<file path="config.mk">
export PLATFORM = sky130hd
export DESIGN_NAME = clipped_border_span_generator_top
export DESIGN_NICKNAME = d
export VERILOG_FILES = /design/src/design/cbsg_pkg.sv /design/src/design/clipped_border_span_generator_top.sv /design/src/design/cbsg_front.sv /design/src/design/cbsg_queue.sv /design/src/design/cbsg_back.sv
export SDC_FILE = /design/constraint.sdc
export NUM_CORES = 2
export LEC_CHECK = 0
export ABC_AREA = 1
export ABC_CLOCK_PERIOD_IN_PS = 23400
export BUFFER_PORTS_ARGS = -buffer_cell sky130_fd_sc_hd__buf_2
export CAP_MARGIN = 20
export CORE_MARGIN = 3
export CORE_UTILIZATION = 35
export DETAILED_ROUTE_END_ITERATION = 7
export GPL_TIMING_DRIVEN = 0
export HOLD_SLACK_MARGIN = 0.15
export MAX_ROUTING_LAYER = met4
export PLACE_DENSITY = 0.48
export SYNTH_ARGS = -nofsm -noshare
export SYNTH_HDL_FRONTEND = slang
export SYNTH_SLANG_ARGS = --single-unit
</file>
<file path="constraint.sdc">
create_clock -name clk -period 23.4 [get_ports clk]
set_clock_uncertainty 0.05 [all_clocks]
set_input_delay 1.17 -clock clk [delete_from_list [all_inputs] [get_ports clk]]
set_output_delay 1.17 -clock clk [all_outputs]
set_load 0.01 [all_outputs]
</file>
<file path="src/design/cbsg_pkg.sv">
package cbsg_pkg;

  localparam int LOC_W      = 15;
  localparam int CNT_W      = 17;
  localparam int STEP_W     = 19;
  localparam int PROD_W     = LOC_W + STEP_W;
  localparam int COLB_W     = 17;
  localparam int OUT_ADDR_W = 32;
  localparam int CFG_IDX_W  = 3;
  localparam int CFG_DATA_W = 32;

  localparam int Q_DEPTH = 2;
  localparam int Q_PTR_W = 1;
  localparam int Q_CNT_W = 2;

  localparam logic [CFG_IDX_W-1:0] REG_WIN_LEFT   = 3'd0;
  localparam logic [CFG_IDX_W-1:0] REG_WIN_TOP    = 3'd1;
  localparam logic [CFG_IDX_W-1:0] REG_WIN_RIGHT  = 3'd2;
  localparam logic [CFG_IDX_W-1:0] REG_WIN_BOTTOM = 3'd3;
  localparam logic [CFG_IDX_W-1:0] REG_BUF_WIDTH  = 3'd4;
  localparam logic [CFG_IDX_W-1:0] REG_BUF_HEIGHT = 3'd5;
  localparam logic [CFG_IDX_W-1:0] REG_DEPTH_MODE = 3'd6;
  localparam logic [CFG_IDX_W-1:0] REG_BASE_ADDR  = 3'd7;

  localparam logic [1:0] DEPTH_16   = 2'd0;
  localparam logic [1:0] DEPTH_24   = 2'd1;
  localparam logic [1:0] DEPTH_32   = 2'd2;
  localparam logic [1:0] DEPTH_NONE = 2'd3;

  localparam logic [1:0] EDGE_TOP    = 2'd0;
  localparam logic [1:0] EDGE_BOTTOM = 2'd1;
  localparam logic [1:0] EDGE_LEFT   = 2'd2;
  localparam logic [1:0] EDGE_RIGHT  = 2'd3;

  localparam logic [31:0] RED_16 = 32'h0000_F800;
  localparam logic [31:0] RED_24 = 32'h0000_00FF;
  localparam logic [31:0] RED_32 = 32'hFFFF_0000;

  // sides bit n set means the edge of kind n survived clipping
  typedef struct packed {
    logic [3:0]       sides;
    logic [LOC_W-1:0] lx1;
    logic [LOC_W-1:0] lx2;
    logic [LOC_W-1:0] ly1;
    logic [LOC_W-1:0] ly2;
    logic [CNT_W-1:0] hcount;
    logic [CNT_W-1:0] vcount;
  } rect_entry_t;

  typedef struct packed {
    logic [STEP_W-1:0]     stride;
    logic [2:0]            bpp;
    logic [31:0]           color;
    logic [OUT_ADDR_W-1:0] base;
  } span_cfg_t;

  typedef struct packed {
    logic full;
    logic empty;
  } q_stat_t;

  function automatic logic [2:0] depth_bpp(input logic [1:0] mode);
    logic [2:0] b;
    case (mode)
      DEPTH_16: b = 3'd2;
      DEPTH_24: b = 3'd3;
      DEPTH_32: b = 3'd4;
      default:  b = 3'd0;
    endcase
    return b;
  endfunction

  function automatic logic [31:0] depth_color(input logic [1:0] mode);
    logic [31:0] c;
    case (mode)
      DEPTH_16: c = RED_16;
      DEPTH_24: c = RED_24;
      DEPTH_32: c = RED_32;
      default:  c = '0;
    endcase
    return c;
  endfunction

endpackage

</file>
<file path="src/design/clipped_border_span_generator_top.sv">
// Channel   Direction  Handshake            Payload
// ------    ---------  -------------------  ------------------------------------------
// rect      in         start & !busy        rect_left/top/right/bottom
// span      out        span_valid (1 cycle) start_address, step_bytes, pixel_count,
//                                           pixel_bytes, fill_color, edge_kind, last_span
// config    in         cfg_write            cfg_index, cfg_data
//
// A rectangle yields one span per surviving edge (1 to 4); one with no spans is dropped
// in the front end. The span sequencer in the back end issues one span per clock.
// Span path: front hold register, queue, back current register, issue and output stages.
// rst is synchronous: it clears control state and all config registers (all zero).
// The span receiver cannot stall; busy rises only when the two-deep rectangle queue
// is full and the front end holds a rectangle that it does not drop.
module clipped_border_span_generator_top import cbsg_pkg::*; #(
  parameter int COORD_BITS = 16,
  parameter int ADDR_BITS  = 32
) (
  input  logic                   clk,
  input  logic                   rst,
  input  logic                   start,
  output logic                   busy,
  input  logic [COORD_BITS-1:0]  rect_left,
  input  logic [COORD_BITS-1:0]  rect_top,
  input  logic [COORD_BITS-1:0]  rect_right,
  input  logic [COORD_BITS-1:0]  rect_bottom,
  input  logic                   cfg_write,
  input  logic [CFG_IDX_W-1:0]   cfg_index,
  input  logic [CFG_DATA_W-1:0]  cfg_data,
  output logic                   span_valid,
  output logic [OUT_ADDR_W-1:0]  start_address,
  output logic [STEP_W-1:0]      step_bytes,
  output logic [CNT_W-1:0]       pixel_count,
  output logic [2:0]             pixel_bytes,
  output logic [31:0]            fill_color,
  output logic [1:0]             edge_kind,
  output logic                   last_span
);

  localparam int CW = COORD_BITS;
  localparam int AW = (ADDR_BITS < OUT_ADDR_W) ? ADDR_BITS : OUT_ADDR_W;

  logic [CW-1:0]         win_left, win_top, win_right, win_bottom;
  logic [LOC_W-1:0]      buf_width, buf_height;
  logic [1:0]            depth_mode;
  logic [OUT_ADDR_W-1:0] base_address;

  always_ff @(posedge clk) begin
    if (rst) begin
      win_left     <= '0;
      win_top      <= '0;
      win_right    <= '0;
      win_bottom   <= '0;
      buf_width    <= '0;
      buf_height   <= '0;
      depth_mode   <= DEPTH_16;
      base_address <= '0;
    end else if (cfg_write) begin
      case (cfg_index)
        REG_WIN_LEFT:   win_left     <= cfg_data[CW-1:0];
        REG_WIN_TOP:    win_top      <= cfg_data[CW-1:0];
        REG_WIN_RIGHT:  win_right    <= cfg_data[CW-1:0];
        REG_WIN_BOTTOM: win_bottom   <= cfg_data[CW-1:0];
        REG_BUF_WIDTH:  buf_width    <= cfg_data[LOC_W-1:0];
        REG_BUF_HEIGHT: buf_height   <= cfg_data[LOC_W-1:0];
        REG_DEPTH_MODE: depth_mode   <= cfg_data[1:0];
        REG_BASE_ADDR:  base_address <= cfg_data[OUT_ADDR_W-1:0];
        default: ;
      endcase
    end
  end

  // row stride = window columns * bytes per pixel
  logic signed [CW+1:0] win_span;
  logic [CNT_W-1:0]     win_cols;
  logic [STEP_W-1:0]    stride;
  logic                 cfg_ok;
  span_cfg_t            span_cfg;

  assign win_span = (CW+2)'(signed'(win_right)) - (CW+2)'(signed'(win_left)) + (CW+2)'(1);
  assign win_cols = CNT_W'(win_span);

  always_comb begin
    case (depth_mode)
      DEPTH_16: stride = STEP_W'({win_cols, 1'b0});
      DEPTH_24: stride = STEP_W'({win_cols, 1'b0}) + STEP_W'(win_cols);
      DEPTH_32: stride = STEP_W'({win_cols, 2'b00});
      default:  stride = '0;
    endcase
  end

  assign cfg_ok          = (depth_mode != DEPTH_NONE) && (base_address != '0);
  assign span_cfg.stride = stride;
  assign span_cfg.bpp    = depth_bpp(depth_mode);
  assign span_cfg.color  = depth_color(depth_mode);
  assign span_cfg.base   = base_address;

  logic        front_push, q_pop;
  rect_entry_t front_entry, q_head;
  q_stat_t     q_stat;

  cbsg_front #(.CW(CW)) u_front (
    .clk        (clk),
    .rst        (rst),
    .start      (start),
    .busy       (busy),
    .rect_left  (rect_left),
    .rect_top   (rect_top),
    .rect_right (rect_right),
    .rect_bottom(rect_bottom),
    .win_left   (win_left),
    .win_top    (win_top),
    .win_right  (win_right),
    .win_bottom (win_bottom),
    .buf_width  (buf_width),
    .buf_height (buf_height),
    .cfg_ok     (cfg_ok),
    .q_stat     (q_stat),
    .push       (front_push),
    .push_entry (front_entry)
  );

  cbsg_queue u_queue (
    .clk       (clk),
    .rst       (rst),
    .push      (front_push),
    .push_entry(front_entry),
    .pop       (q_pop),
    .head      (q_head),
    .stat      (q_stat)
  );

  cbsg_back #(.AW(AW)) u_back (
    .clk          (clk),
    .rst          (rst),
    .head         (q_head),
    .q_stat       (q_stat),
    .pop          (q_pop),
    .cfg          (span_cfg),
    .span_valid   (span_valid),
    .start_address(start_address),
    .step_bytes   (step_bytes),
    .pixel_count  (pixel_count),
    .pixel_bytes  (pixel_bytes),
    .fill_color   (fill_color),
    .edge_kind    (edge_kind),
    .last_span    (last_span)
  );

  // spans of one rectangle leave on consecutive cycles in edge order
  a_span_burst: assert property (@(posedge clk) disable iff (rst)
    span_valid && !last_span |=> span_valid && (edge_kind > $past(edge_kind)))
    else $error("span burst broken or out of order");

  a_no_overflow: assert property (@(posedge clk) disable iff (rst)
    front_push |-> !q_stat.full)
    else $error("push into full rect queue");

  a_count_nonzero: assert property (@(posedge clk) disable iff (rst)
    span_valid |-> pixel_count != '0)
    else $error("span with zero pixels");

  a_row_step: assert property (@(posedge clk) disable iff (rst)
    span_valid && (edge_kind == EDGE_TOP || edge_kind == EDGE_BOTTOM)
      |-> step_bytes == STEP_W'(pixel_bytes))
    else $error("row span step is not pixel size");

endmodule

</file>
<file path="src/design/cbsg_front.sv">
module cbsg_front import cbsg_pkg::*; #(
  parameter int CW = 16
) (
  input  logic             clk,
  input  logic             rst,
  input  logic             start,
  output logic             busy,
  input  logic [CW-1:0]    rect_left,
  input  logic [CW-1:0]    rect_top,
  input  logic [CW-1:0]    rect_right,
  input  logic [CW-1:0]    rect_bottom,
  input  logic [CW-1:0]    win_left,
  input  logic [CW-1:0]    win_top,
  input  logic [CW-1:0]    win_right,
  input  logic [CW-1:0]    win_bottom,
  input  logic [LOC_W-1:0] buf_width,
  input  logic [LOC_W-1:0] buf_height,
  input  logic             cfg_ok,
  input  q_stat_t          q_stat,
  output logic             push,
  output rect_entry_t      push_entry
);

  logic          hold_valid;
  logic [CW-1:0] hold_left, hold_top, hold_right, hold_bottom;

  logic signed [CW-1:0] rl, rt, rr, rb, wl, wt, wr, wb;
  logic signed [CW-1:0] vx1, vy1, vx2, vy2;
  logic signed [17:0]   lx1, ly1, lx2, ly2, bw, bh;
  logic                 empty, outside, no_side, drop, done, take;

  assign rl = signed'(hold_left);
  assign rt = signed'(hold_top);
  assign rr = signed'(hold_right);
  assign rb = signed'(hold_bottom);
  assign wl = signed'(win_left);
  assign wt = signed'(win_top);
  assign wr = signed'(win_right);
  assign wb = signed'(win_bottom);

  always_comb begin
    vx1 = (rl > wl) ? rl : wl;
    vy1 = (rt > wt) ? rt : wt;
    vx2 = (rr < wr) ? rr : wr;
    vy2 = (rb < wb) ? rb : wb;
    // local coordinates, exact
    lx1 = 18'(vx1) - 18'(wl);
    ly1 = 18'(vy1) - 18'(wt);
    lx2 = 18'(vx2) - 18'(wl);
    ly2 = 18'(vy2) - 18'(wt);
    bw  = signed'({3'b000, buf_width});
    bh  = signed'({3'b000, buf_height});
    empty   = (vx1 > vx2) || (vy1 > vy2);
    outside = (lx2 >= bw) || (ly2 >= bh);
    // clipped on all four sides: the outline lies outside the window
    no_side = (vx1 != rl) && (vx2 != rr) && (vy1 != rt) && (vy2 != rb);
    drop    = !cfg_ok || empty || outside || no_side;
  end

  assign done = hold_valid && (drop || !q_stat.full);
  assign busy = hold_valid && !done;
  assign take = start && !busy;
  assign push = hold_valid && !drop && !q_stat.full;

  always_comb begin
    push_entry.sides  = {vx2 == rr, vx1 == rl, vy2 == rb, vy1 == rt};
    push_entry.lx1    = LOC_W'(lx1);
    push_entry.lx2    = LOC_W'(lx2);
    push_entry.ly1    = LOC_W'(ly1);
    push_entry.ly2    = LOC_W'(ly2);
    push_entry.hcount = CNT_W'(lx2 - lx1 + 18'sd1);
    push_entry.vcount = CNT_W'(ly2 - ly1 + 18'sd1);
  end

  always_ff @(posedge clk) begin
    if (rst) begin
      hold_valid <= 1'b0;
    end else if (take) begin
      hold_valid <= 1'b1;
    end else if (done) begin
      hold_valid <= 1'b0;
    end
  end

  always_ff @(posedge clk) begin
    if (take) begin
      hold_left   <= rect_left;
      hold_top    <= rect_top;
      hold_right  <= rect_right;
      hold_bottom <= rect_bottom;
    end
  end

endmodule

</file>
<file path="src/design/cbsg_queue.sv">
module cbsg_queue import cbsg_pkg::*; (
  input  logic        clk,
  input  logic        rst,
  input  logic        push,
  input  rect_entry_t push_entry,
  input  logic        pop,
  output rect_entry_t head,
  output q_stat_t     stat
);

  rect_entry_t        slots [Q_DEPTH];
  logic [Q_PTR_W-1:0] wr_ptr, rd_ptr;
  logic [Q_CNT_W-1:0] count;

  assign head       = slots[rd_ptr];
  assign stat.full  = (count == Q_CNT_W'(Q_DEPTH));
  assign stat.empty = (count == '0);

  function automatic logic [Q_PTR_W-1:0] bump(input logic [Q_PTR_W-1:0] p);
    return (p == Q_PTR_W'(Q_DEPTH - 1)) ? '0 : p + Q_PTR_W'(1);
  endfunction

  always_ff @(posedge clk) begin
    if (rst) begin
      wr_ptr <= '0;
      rd_ptr <= '0;
      count  <= '0;
    end else begin
      if (push) begin
        wr_ptr <= bump(wr_ptr);
      end
      if (pop) begin
        rd_ptr <= bump(rd_ptr);
      end
      case ({push, pop})
        2'b10:   count <= count + Q_CNT_W'(1);
        2'b01:   count <= count - Q_CNT_W'(1);
        default: count <= count;
      endcase
    end
  end

  always_ff @(posedge clk) begin
    if (push) begin
      slots[wr_ptr] <= push_entry;
    end
  end

endmodule

</file>
<file path="src/design/cbsg_back.sv">
module cbsg_back import cbsg_pkg::*; #(
  parameter int AW = 32
) (
  input  logic                  clk,
  input  logic                  rst,
  input  rect_entry_t           head,
  input  q_stat_t               q_stat,
  output logic                  pop,
  input  span_cfg_t             cfg,
  output logic                  span_valid,
  output logic [OUT_ADDR_W-1:0] start_address,
  output logic [STEP_W-1:0]     step_bytes,
  output logic [CNT_W-1:0]      pixel_count,
  output logic [2:0]            pixel_bytes,
  output logic [31:0]           fill_color,
  output logic [1:0]            edge_kind,
  output logic                  last_span
);

  logic        cur_valid;
  rect_entry_t cur;
  logic [3:0]  rem, low, rem_left;
  logic [1:0]  kind;
  logic        is_column, load;
  logic [LOC_W-1:0] row, col;

  // one span per cycle, lowest remaining edge first
  assign low      = rem & (~rem + 4'd1);
  assign rem_left = rem & ~low;
  assign load     = !q_stat.empty && (!cur_valid || rem_left == 4'd0);
  assign pop      = load;

  always_comb begin
    case (low)
      4'b0001: kind = EDGE_TOP;
      4'b0010: kind = EDGE_BOTTOM;
      4'b0100: kind = EDGE_LEFT;
      default: kind = EDGE_RIGHT;
    endcase
    is_column = (kind == EDGE_LEFT) || (kind == EDGE_RIGHT);
    row = (kind == EDGE_BOTTOM) ? cur.ly2 : cur.ly1;
    col = (kind == EDGE_RIGHT) ? cur.lx2 : cur.lx1;
  end

  always_ff @(posedge clk) begin
    if (rst) begin
      cur_valid <= 1'b0;
    end else if (load) begin
      cur_valid <= 1'b1;
    end else if (cur_valid && rem_left == 4'd0) begin
      cur_valid <= 1'b0;
    end
  end

  always_ff @(posedge clk) begin
    if (load) begin
      cur <= head;
      rem <= head.sides;
    end else if (cur_valid) begin
      rem <= rem_left;
    end
  end

  // issue stage: row offset and column byte offset multiplies
  logic              s1_valid, s1_column, s1_last;
  logic [PROD_W-1:0] s1_prod;
  logic [COLB_W-1:0] s1_colb;
  logic [CNT_W-1:0]  s1_count;
  logic [1:0]        s1_kind;

  always_ff @(posedge clk) begin
    if (rst) begin
      s1_valid <= 1'b0;
    end else begin
      s1_valid <= cur_valid;
    end
  end

  always_ff @(posedge clk) begin
    s1_prod   <= PROD_W'(row) * PROD_W'(cfg.stride);
    s1_colb   <= COLB_W'(col) * COLB_W'(cfg.bpp);
    s1_count  <= is_column ? cur.vcount : cur.hcount;
    s1_kind   <= kind;
    s1_column <= is_column;
    s1_last   <= (rem_left == 4'd0);
  end

  // output stage: address sum wraps at AW bits
  logic [AW-1:0] addr;
  assign addr = AW'(cfg.base) + AW'(s1_prod) + AW'(s1_colb);

  always_ff @(posedge clk) begin
    if (rst) begin
      span_valid <= 1'b0;
    end else begin
      span_valid <= s1_valid;
    end
  end

  always_ff @(posedge clk) begin
    start_address <= OUT_ADDR_W'(addr);
    step_bytes    <= s1_column ? cfg.stride : STEP_W'(cfg.bpp);
    pixel_count   <= s1_count;
    pixel_bytes   <= cfg.bpp;
    fill_color    <= cfg.color;
    edge_kind     <= s1_kind;
    last_span     <= s1_last;
  end

endmodule

</file>
==> results.txt <==
For this run, the total global-route usage over all layers was measured as 22.1%. Counting the buffers created by CTS gives 78. The die outline area came out at around 130000 um^2.

The critical path data required time came out at 23.91 ns. Setup repair after global routing left no endpoint under its margin. The clock latency reported for the late side of the worst-skew pair is roughly 0.68 ns.

The area of the mapped netlist came out at 43900 um^2. The count of pins on the block boundary came out at 211. Among all flip-flop cells after synthesis, the most frequent one is edfxtp_1. The floorplan has 129 rows. Input and output buffers added on the ports amount to 207. The register bit count reported by yosys came out at 639. The placed wire-length estimate after detailed placement is 111000 um.

The routed layout has 34372 vias. In the post-route analysis, the smallest setup slack over all paths is 12.86 ns. The worst setup path is of the reg2reg kind.

The delay contributed by the slowest stage of the critical path is 0.91 ns. The clock-pin slew on the worst setup and hold paths is 0.06 ns. The count of maximum capacitance violations came out at 0. The area growth from synthesis to layout came out at 13.5%.

The share of the yosys chip area belonging to registers is 37.3%. The aggregate routed wire length came out at 139000 um. The via count of the first global-routing pass was between 30000 and 40000.

The synthesized area divided by synthesized cell count is about 8.7 um^2. The most common cell in the synthesized netlist is nand2_1. The final setup violation count is 0.

The data arrival time of the critical path came out at 11.05 ns. Counting every instance in the synthesized netlist gives 5054. The slew at the pin with the worst max-slew slack came out at 1.22 ns. The run finished with clean final reports. The final standard cell utilization of the core is approximately 40%. The design area came out at 49800 um^2. The initial antenna violation count came out at 4. The cell area after placement is 47200 um^2. The initial utilization of the core area, before any placement, comes to a little over a third.

The largest net degree at the start of global routing came out at 77. The maximum count of clock buffers along a single path came out at 3. The post-cts hold buffer count is 0. In the routed design, unresolved DRC markers number 0.

Counting instances in the post-synthesis netlist gives the leading cell types as nand2_1 (1187), inv_1 (836), ha_1 (446). The floorplan die height came out at 360 um. The TritonCTS clock tree is done. Dividing the detail-routed wire length by the instance count gives 19.7 um.

Yosys attributes the largest share of cell area to edfxtp_1 (25%), dfxtp_1 (13%), ha_1 (13%), fa_1 (12%), nand2_1 (10%). The kind of start point of the critical path is a flip-flop. Headroom to the max-slew limit came out at 18.9%. The classification of the worst-slack hold path is reg2reg. The share of the synthesized area in the top cell type came out at 24.5%. The count of endpoints failing hold in the final timing report is 0. The routed via count divided by cell count came out at 4.87. The first detailed-routing pass took 6 iterations. The overall die width came out at 360 um. The net count reported at finish is approximately 6200. The filler cell count came out at 12636. The fraction of the cycle the final worst path needs came out at 45.0%. At the end of routability-driven placement, the weighted congestion stood at 0.925. The first-pass GRT wire length is 211000 um. The clock net in this run drives a total of about 640 sinks.

The element type at the critical path end is a flip-flop. Cells with a size suffix above 1 make up 7.93% of the layout. The overall overflow remaining after global route came out at 0. The fmax came out at 94.9 MHz. The summed negative setup slack over all endpoints is 0 ns. Post-CTS timing repair inserted 0 buffers for setup.

The number of enable flip-flop cells after synthesis is roughly 360. The post-synthesis async set-or-reset flop share came out at 0%. The max-slew violation total from the final report is 0.

The post-CTS resize count is 0. The core outline area came out at 124000 um^2. The count of warnings emitted by yosys is 0. The smallest clock period supported by the final layout is computed as 10.54 ns. The depth of the CTS H-tree is 3. The root cell of the clock tree is clkbuf_16. The number of different library cells in the post-synthesis netlist came out at 60. The antenna violation net count after detailed routing is 0. The first routing iteration left between 2000 and 2500 violations. The slowest stage cell on the critical path is o211ai_1. Prior to clock tree synthesis, the placed netlist has a worst setup slack of 12.99 ns. Summed over all instances, the cell type with the most area after synthesis is edfxtp_1. The maximum fanout count along the critical path is 10.
-- cells in the final DEF (no fill, tap or decap), drive strengths merged, types with 6 or more instances in the layout --
| cell | netlist | layout |
|---|---|---|
| nand2 | 1191 | 1191 |
| a211oi | 10 | 10 |
| nand3 | 158 | 158 |
| o21bai | 9 | 9 |
| dfxtp | 281 | 281 |
| clkinv | 5 | 23 |
| or2 | 6 | 6 |
| nor2 | 319 | 319 |
| o21a | 8 | 8 |
| buf | 60 | 283 |
| o211ai | 12 | 12 |
| xnor2 | 50 | 50 |
| nand4 | 45 | 45 |
| a21oi | 367 | 367 |
| fa | 258 | 258 |
| inv | 838 | 846 |
| xor2 | 129 | 129 |
| a31oi | 13 | 13 |
| nor3 | 17 | 17 |
| o31ai | 6 | 6 |
| a21boi | 16 | 16 |
| ha | 446 | 446 |
| nor4 | 15 | 15 |
| a21o | 16 | 16 |
| clkbuf | 100 | 212 |
| o21ai | 287 | 287 |
| edfxtp | 358 | 358 |
-- final timing paths --
check	cells after the start	slack (ns)	end	startpoint
max reg2reg	37	12.86	u_back.s1_prod[30]	win_left[1]
min reg2reg	0	0.28	u_back.pixel_count[4]	u_back.s1_count[4]
max	37	12.86	u_back.s1_prod[30]	win_left[1]
min	0	0.28	u_back.pixel_count[4]	u_back.s1_count[4]
-- layout make-up --
type | instances | area (um^2) | share of cell area [%]
Multi-Input combinational cell | 3414 | 23600 | 47.4
Tap cell | 1637 | 2050 | 4.11
Clock buffer | 112 | 2230 | 4.48
Antenna cell | 1 | 2.50 | 0.00503
Clock inverter | 33 | 330 | 0.664
Inverter | 843 | 3170 | 6.37
Sequential cell | 639 | 16400 | 32.9
Buffer | 160 | 772 | 1.55
Timing Repair Buffer | 223 | 1270 | 2.55
-- metal layers --
layer | wire (um) | global-route usage, % | up-vias
met4 | 4500 | 6.96 | 0
li1 | - | - | 16909
met5 | 0 | - | -
met3 | 6820 | 2.32 | 190
met2 | 62300 | 34.5 | 850
met1 | 65600 | 30.4 | 16423
-- logic make-up (layout without fill, tap and decap cells) --
kind of cell | count (synthesis) | count (layout) | share of synthesized area (%)
AO/OA/AOI/OAI | 764 | 764 | 9.44
XOR/XNOR | 179 | 179 | 3.57
adder cells (fa/ha/maj) | 704 | 704 | 24.5
buffers and inverters | 1003 | 1371 | 8.97
flip-flops | 639 | 639 | 37.3
multiplexers | 2 | 2 | 0.0456
other | 1 | 4 | 0.00855
AND/OR/NAND/NOR | 1762 | 1762 | 16.1
-- state kept, by name, indices dropped and copies added, names as in the netlist, 4 cells and up, named ones only --
register,count
base_address,32
buf_height,15
buf_width,15
u_back.cur,94
u_back.pixel_count,17
u_back.rem,4
u_back.s1_colb,17
u_back.s1_count,17
u_back.s1_prod,32
u_back.start_address,32
u_back.step_bytes,19
u_front.hold_bottom,16
u_front.hold_left,16
u_front.hold_right,16
u_front.hold_top,16
u_queue.slots,196
win_bottom,16
win_left,16
win_right,16
win_top,16
-- worst max-delay path, delay by kind of cell, from the launching register on --
family,cells,cell delay [ns]
buffers and inverters,8,1.13
AOI/OAI and AO/OA,11,2.69
and+or+nand+nor,5,0.62
DFF,1,0.56
xor gates and xnor gates,2,0.61
adders and majority gates,11,4.76
-- through the flow --
step / std cells / hold WS, ns
6_report: 7062 / 0.275
4_1_cts: 7058 / 0.276
3_5_place_dp: 6913 / 0.262
5_1_grt: 7061 / 0.279
3_3_place_gp: 6900 / 0.262
2_1_floorplan: 5056 / 0.260
Power is left out: the tool's default activity adds up to more than one toggle a clock period on the data nets, which glitch-free logic cannot reach.
